[src/design/mdt_pkg.sv]
// Package for the MAC address learning table.
// Holds beat and entry types, field widths and the rolling-address nibble codes.
// No dependencies.
package mdt_pkg;

    localparam int MAC_W  = 48;
    localparam int RSSI_W = 8;
    localparam int SLOT_W = 7;

    localparam int DEFAULT_TABLE_DEPTH = 128;

    localparam logic [3:0] ROLL_NIB_2 = 4'h2;
    localparam logic [3:0] ROLL_NIB_6 = 4'h6;
    localparam logic [3:0] ROLL_NIB_A = 4'hA;
    localparam logic [3:0] ROLL_NIB_E = 4'hE;

    typedef struct packed {
        logic [MAC_W-1:0]         mac_addr;
        logic signed [RSSI_W-1:0] rssi;
    } in_beat_t;

    typedef struct packed {
        logic              is_new;
        logic [SLOT_W-1:0] slot;
        logic              rolling;
        logic              dump_request;
    } out_beat_t;

    typedef struct packed {
        logic [MAC_W-1:0]  mac;
        logic [RSSI_W-1:0] rssi;
        logic              rolling;
    } entry_data_t;

    typedef struct packed {
        logic        valid;
        entry_data_t data;
    } entry_t;

endpackage

[src/design/mdt_cell.sv]
// One table cell: holds a single entry and passes it to its neighbor on shift.
// A direct load writes a new entry while the ring is at rest.
// Depends on mdt_pkg.
module mdt_cell (
    input  logic                aclk,
    input  logic                aresetn,
    input  logic                shift_en,
    input  logic                load_en,
    input  mdt_pkg::entry_t     shift_in,
    input  mdt_pkg::entry_data_t load_data,
    output mdt_pkg::entry_t     entry_out
);
    import mdt_pkg::*;

    logic        valid_reg;
    logic        valid_next;
    entry_data_t data_reg;
    entry_data_t data_next;

    always_comb begin
        valid_next = valid_reg;
        data_next  = data_reg;
        if (shift_en) begin
            valid_next = shift_in.valid;
            data_next  = shift_in.data;
        end else if (load_en) begin
            valid_next = 1'b1;
            data_next  = load_data;
        end
    end

    always_ff @(posedge aclk) begin
        if (!aresetn) begin
            valid_reg <= 1'b0;
        end else begin
            valid_reg <= valid_next;
        end
    end

    always_ff @(posedge aclk) begin
        data_reg <= data_next;
    end

    assign entry_out.valid = valid_reg;
    assign entry_out.data  = data_reg;

endmodule
[config.mk]
export PLATFORM = sky130hd
export DESIGN_NAME = mdt_cell
export DESIGN_NICKNAME = d
export VERILOG_FILES = /design/src/design/mdt_pkg.sv /design/src/design/mdt_cell.sv
export SDC_FILE = /design/constraint.sdc
export NUM_CORES = 1
export LEC_CHECK = 0
export BUFFER_PORTS_ARGS = -buffer_cell sky130_fd_sc_hd__buf_2
export CORE_MARGIN = 2
export CORE_UTILIZATION = 30
export DETAILED_ROUTE_END_ITERATION = 16
export SLEW_MARGIN = 20
export SYNTH_ARGS = -nofsm -noshare
export SYNTH_HDL_FRONTEND = slang
export SYNTH_SLANG_ARGS = --single-unit
[constraint.sdc]
create_clock -name aclk -period 1.9 [get_ports aclk]
set_input_delay 0.095 -clock aclk [delete_from_list [all_inputs] [get_ports aclk]]
set_output_delay 0.095 -clock aclk [all_outputs]
set_load 0.05 [all_outputs]
==> results by group, run 1 <==
Finish
  • Final #Nets: 428
  • Diodes inserted: 0
  • Post-route insts no fill: 415
  • Number of flip-flops in the largest register: between 50 and 60
  • Number of fill cells in the layout: 712
  • Reg area: 0.00173 mm2
  • Commonest non-fill, non-tap cells in the layout: buf_2, mux2_2, edfxtp_1
  • Layout cell share with drive strength beyond 1: 79.6%
  • P&R area growth vs syn: 46.8%
  • Multi-input logic area: between 600 and 700 um2
  • Commonest non-fill, non-tap cell in the layout: buf_2

Routing
  • Number of DRC markers in iteration 0: 64
  • Antenna viol nets, final: 0
  • Vias: 1760
  • Vias per Instance: 4.24
  • Routed WL: 6.10 mm
  • Post-route DRC: 0
  • DR pass1 iterations: 4
  • DR WL/cell: 14.7 um

Critical path
  • R2R Setup Slk: between 1 and 1.5 ns
  • CP endpoint kind: flop
  • R2r startpoint: valid_reg$_SDFFE_PN0P_
  • CP Launch Type: primary input
  • Crit path kind: in -> reg
  • CP required: 1.97 ns
  • Critical path origin: shift_en
  • CP arrival: 1.15 ns
  • Crit Path Max Fanout: 23
  • Worst R2R Path Depth: 1

Place
  • Placed Cells: 400
  • HPWL after detailed placement: 4.74 mm
  • Port bufs: 176
  • Placement Setup Slack: roughly 0.44 ns
  • Placer Congestion: approximately 0.73

Synthesis
  • Sequential area share after synthesis: between 70% and 80%
  • Yosys Warn Count: 0
  • Post-Syn Instances: 126
  • Yosys reg bits: 58
  • Syn Nets: roughly 250
  • Synth cell types: 10
  • Post-Syn Area: 0.00245 mm2
  • Syn Area/Cell: 19.5 um2

Global route
  • Largest net degree at the start of global routing: 27
  • GRT overflow: 0
  • Initial antenna violation count: 0
  • GRT Total Usage: about 13%
  • First-pass GRT wire length: 8.69 mm
  • Vias in the first global route: 1866

Power
  • Max IR drop VDD: 352 uV
  • Sw power: ~0.0011 W
  • Logic pwr share: 26.9%
  • Int Power: 0.00229 W
  • Clock Power Share: 26.4%
  • Flop pwr share: 46.7%
  • Sw frac: between 30% and 40%
  • Pwr/cell area: 950 mW/mm2
  • Leakage: 1.62 nW

STA
  • Slew HR: 77.0%
  • Final hold violation count: 0
  • Final setup vio count: 0
  • Clock skew: 0 ns
  • Min Clock Period, post-route: 1.09 ns
  • Final WS setup: just over 0.8 ns
  • Slew Limit Fails: 0
  • Post-route setup TNS: 0 ns
  • Worst Tran Pin Value: 0.346 ns
  • Fmax: 0.921 GHz
  • RSZ-0062 raised after global routing: no
  • Tcrit/Tclk final: between 50% and 60%

Clock tree
  • Setup bufs post-CTS: 0
  • Post-cts resize count: 0
  • CTS H-Tree Depth: 3
  • Clk buf depth: 2
  • Hold-fix buffers, CTS: 0
  • CTS tree: built
  • Num CTS Buffers: 9
  • Clock root buffer: clkbuf_8
  • Worst-path clk slew: 0.06 ns
  • Sink Count: 58
  • Later-pin clock latency in the skew report: 0.32 ns

Min path
  • Worst hold path startpoint: aresetn
  • Worst hold path stage count: 2
  • Hold Crit Class: in -> reg

Outcome
  • Outcome: finished clean

Floorplan
  • Io pins: 177
  • Core Rows: 32
  • Die height: 94.4 um
  • Die Span X: 94.4 um
  • Total core area: 0.00781 mm2
  • Die Area: 0.00891 mm2
  • Starting Density: 31.4%

Run
  • Max Cap Viol: 0
==> synth_stat cells <==
| master | instances | area (um2) |
|---|---|---|
| clkbuf_2 | 1 | 5.00 |
| buf_4 | 1 | 7.51 |
| mux2_2 | 57 | 642 |
| o221a_1 | 1 | 11.3 |
| or2_4 | 1 | 8.76 |
| buf_6 | 2 | 22.5 |
| dfxtp_1 | 1 | 20.0 |
| edfxtp_1 | 57 | 1710 |
| inv_1 | 1 | 3.75 |
| buf_2 | 4 | 20.0 |
==> metal layers <==
layer	part of all wire (%)	global-route usage [%]
met5	0	0
met1	36	14.3
met4	2.0	7.61
met3	9.0	4.15
met2	53	23.8
==> per-stage QoR <==
step,power [W],instance area (um2),utilization (%),hold WS [ns]
finish,0.00342,3600,46.1,0.0249
global route,0.00359,3600,46.1,0.0185
CTS,0.00349,3600,46.1,0.00610
detailed placement,0.00256,3450,44.2,0.359
global placement,0.00255,3450,44.2,0.357
floorplan,0.00228,2450,-,0.237
==> power groups by stage <==
stage | logic [W] | registers, W | clock network (W)
after CTS | 0.000930 | 0.00160 | 0.000959
final | 0.000919 | 0.00160 | 0.000903
after floorplan | 0.000153 | 0.00213 | 0
after global placement | 0.000927 | 0.00163 | 0
after global routing | 0.000965 | 0.00161 | 0.00101
after detailed placement | 0.000929 | 0.00163 | 0
==> cell type report <==
cell class / count / share of cell area, %
inverter: 1 / 0.104
clock buffer: 11 / 3.65
multi-input combinational: 59 / 18.4
clock inverter: 4 / 0.556
sequential: 58 / 48.1
timing repair buffer: 180 / 25.7
tap: 102 / 3.55
==> worst paths after layout <==
kind | end
min reg2reg | valid_reg$_SDFFE_PN0P_
min | valid_reg$_SDFFE_PN0P_
max reg2reg | valid_reg$_SDFFE_PN0P_
max | entry_out[45]$_DFFE_PP_
==> worst max-delay path: stages <==
cell and delay [ns]:
buf_2 0.30, buf_4 0.36, mux2_2 0.38
==> cell families after synthesis <==
family	share of synthesized area, %
AOI/OAI and AO/OA	0.459
buffers and inverters	2.40
DFF	70.6
muxes	26.2
and+or+nand+nor	0.357
Note: power is estimated with default switching activity, not from simulation.
==> run 2, diff against run 1 <==
--- a/config.mk
+++ b/config.mk
@@ -5,6 +5,7 @@
 export SDC_FILE = /design/constraint.sdc
 export NUM_CORES = 1
 export LEC_CHECK = 0
+export ABC_AREA = 1
 export BUFFER_PORTS_ARGS = -buffer_cell sky130_fd_sc_hd__buf_2
 export CORE_MARGIN = 2
 export CORE_UTILIZATION = 30
==> constraint.sdc (replaced) <==
create_clock -name aclk -period 1 [get_ports aclk]
set_input_delay 0.05 -clock aclk [delete_from_list [all_inputs] [get_ports aclk]]
set_output_delay 0.05 -clock aclk [all_outputs]
set_load 0.05 [all_outputs]
==> run 2 against run 1 <==
  * Sequential cell count is the same
  * Total power rose by 110%
  * Register-to-register slack worse by 0.83 ns
  * Via count grew 55%
  * Synthesized area increased by 2.2%
  * Highest routed layer unchanged
==> results by group, run 2 <==
Finish
  • Util after Layout: 58.4% (+12 points)
  • Commonest non-fill, non-tap cells in the layout: nand2_1, buf_2, dlygate4sd3_1
  • Final #Nets: 647 (+51%)
  • Number of flip-flops in the largest register: 57 (unchanged)
  • Layout cell share with drive strength beyond 1: 37.3% (-42 points)
  • P&R area growth vs syn: 90.4%
  • Commonest non-fill, non-tap cell in the layout: nand2_1
  • Diodes inserted: 0 (unchanged)
  • Number of fill cells in the layout: 682 (-4.2%)
  • Final instance area: 0.00477 mm2 (+33%)

Routing
  • Post-route DRC: 0 (unchanged)
  • Number of DRC markers in iteration 0: 61 (-4.7%)
  • Antenna viol nets, final: 0 (unchanged)
  • DR pass1 iterations: 4 (unchanged)
  • Vias per Instance: 4.28 (+0.99%)
  • DR WL/cell: 12.7 um (-14%)
  • Vias: 2724 (+55%)
  • Routed WL: 8.08 mm (+32%)

Clock tree
  • CTS H-Tree Depth: 3 (unchanged)
  • Clock root buffer: clkbuf_8
  • Clk buf depth: 2 (unchanged)
  • Setup bufs post-CTS: 0 (unchanged)
  • Num CTS Buffers: 9 (unchanged)
  • Sink Count: 58 (unchanged)
  • CTS tree: built
  • Worst-path clk slew: 0.06 ns (about the same)
  • Later-pin clock latency in the skew report: 0.33 ns (about the same)

Global route
  • GRT overflow: 0 (unchanged)
  • Largest net degree at the start of global routing: 35 (+30%)
  • Vias in the first global route: 2699 (+45%)
  • Initial antenna violation count: 0 (unchanged)
  • First-pass GRT wire length: 11.7 mm (+34%)
  • GRT Total Usage: 17.2% (+3.7 points)

Place
  • Port bufs: 176 (unchanged)
  • Placer Congestion: 0.767 (+4.6%)
  • HPWL after detailed placement: 4.69 mm (-0.93%)
  • Placement Setup Slack: 0.126 ns (-0.310 ns)
  • Area after DPL: 0.00353 mm2 (+2.5%)

Synthesis
  • Mux share of post-synthesis cell area: 0% (-26 points)
  • Largest family of logic cells by synthesized area: simple AND/OR/NAND/NOR gates
  • Simple-gate share of the synthesized area: 26.4% (+26 points)
  • Sequential area share after synthesis: 69.1% (-1.5 points)
  • Primary FF master, synth: edfxtp_1
  • Syn Area/Cell: 9.98 um2 (-49%)
  • Syn Nets: 370 (+51%)
  • Synth top area share: 68.3% (-1.5 points)
  • Asr flop ratio synth: 0% (unchanged)
  • Yosys reg bits: 58 (unchanged)
  • Post-Syn Area: 0.00251 mm2 (+2.2%)
  • Post-synth top area cell: edfxtp_1
  • Top-count cell post-synth: nand2_1
  • Synth top area cells: edfxtp_1, nand2_1, buf_6
  • Yosys Warn Count: 0 (unchanged)
  • Xor-xnor portion of the synthesized cell area: 0% (unchanged)
  • Post-Syn Instances: 251 (+99%)
  • Post-synth EDFFs: 57 (unchanged)
  • Compound-Gate Fraction of Synth Area: 0% (-0.46 points)
  • Post-Synth Adder-Cell Area: 0% (unchanged)
  • Most common library cells after synthesis: nand2_1, edfxtp_1, buf_2
  • Synth cell types: 9 (-1)

Power
  • Leakage: 2.40 nW (+49%)
  • Sw power: 0.00229 W (+100%)
  • Pwr/cell area: 1500 mW/mm2 (+58%)
  • Final Power: 0.00717 W (+110%)
  • Int Power: 0.00488 W (+110%)
  • Max IR drop VDD: 683 uV (+94%)
  • Sw frac: 32.0% (-1.1 points)
  • Logic pwr share: 30.5% (+3.6 points)
  • Flop pwr share: 42.5% (-4.2 points)
  • Clock Power Share: 27.0% (+0.6 points)

Critical path
  • CP endpoint kind: output pin
  • CP Launch Type: flop
  • WP buf/inv: 1 (-1)
  • Crit-path leading delay family: flip-flops
  • Critical path origin: entry_out[13]$_DFFE_PP_
  • CP arrival: 0.92 ns (-0.23 ns)
  • CP required: 0.95 ns (-1.02 ns)
  • R2r startpoint: valid_reg$_SDFFE_PN0P_
  • CP max stage delay: 0.37 ns (about the same)
  • Crit path max-delay cell type: edfxtp_1
  • Crit path kind: reg -> out
  • Crit Path Max Fanout: 1 (-96%)
  • CP Cell Sequence: clkbuf_4

STA
  • Min Clock Period, post-route: 0.968 ns
  • Clock skew: 0 ns (unchanged)
  • Final hold violation count: 0 (unchanged)
  • Post-route setup TNS: 0 ns (unchanged)
  • Worst Tran Pin Value: 0.298 ns (-0.0477 ns)
  • Slew HR: 80.1% (+3.2 points)
  • Tcrit/Tclk final: 96.8%
  • Fmax: 1.03 GHz
  • Final setup vio count: 0 (unchanged)
  • Final WS setup: 0.0323 ns (-0.782 ns)
  • Slew Limit Fails: 0 (unchanged)

Min path
  • Hold Crit Class: in -> reg
  • Worst hold path startpoint: load_data[28]

Floorplan
  • Die Span X: 95.4 um (+1.0%)
  • Die Area: 0.00910 mm2 (+2.1%)
  • Die height: 95.4 um (+1.0%)
  • Core Rows: 33 (+3.1%)
  • Io pins: 177 (unchanged)
  • Total core area: 0.00818 mm2 (+4.7%)
  • Starting Density: 30.7% (-0.76 points)

Outcome
  • Outcome: finished clean

Run
  • Max Cap Viol: 0 (unchanged)
## run 2: power by group through the flow
stage	clock (W)	combinational [W]	sequential (W)
final	0.00193	0.00219	0.00305
after global routing	0.00211	0.00232	0.00307
after floorplan	0	0.000295	0.00404
after CTS	0.00200	0.00209	0.00304
after detailed placement	0	0.00180	0.00309
after global placement	0	0.00178	0.00308
## run 2: worst reg2reg max path: stages (launching register included)
cell	delay, ns
dfxtp_1	0.31
nor2_1	0.10
nor2_1	0.04
## run 2: final cells by class
class	count	area (um2)	area share (%)
clock inverters	4	45.0	0.944
repair buffers	280	2050	42.9
inverters	3	11.3	0.236
clock buffers	10	128	2.68
well taps	105	131	2.75
multi-input cells	176	677	14.2
flip-flops and latches	58	1730	36.3
## run 2: what timing repair did
action | CTS | global route
gates resized for setup | 3 | 56
hold buffers | 97 | 0
setup endpoints to repair | 3 | 29
endpoints found under the hold margin | 53 | 0
## run 2: layer usage
metal  share of wire, %  vias up  global-route usage [%]
li1                   -     1350                       -
met1                 36     1214                    16.6
met2                 51      131                    30.7
met3                9.3       29                    6.64
met4                3.9        0                    10.5
met5                  0        -                       0
## run 2: final timing paths
| kind | endpoint | slack [ns] | cells past startpoint |
|---|---|---|---|
| max | entry_out[13] | 0.03 | 1 |
| min | entry_out[28]$_DFFE_PP_ | 0.008 | 3 |
| max reg2reg | valid_reg$_SDFFE_PN0P_ | 0.45 | 2 |
| min reg2reg | valid_reg$_SDFFE_PN0P_ | 0.49 | 2 |
## run 2: kinds of logic after synthesis
family / after synthesis
flip-flops: 58
buffers and inverters: 17
AND/OR/NAND/NOR: 176
## run 2: metrics by stage
step / cells / hold slack (ns)
6_report: 636 / 0.00796
5_1_grt: 636 / 0.00677
4_1_cts: 636 / 0.000263
3_5_place_dp: 525 / 0.287
3_3_place_gp: 525 / 0.289
2_1_floorplan: 251 / 0.176
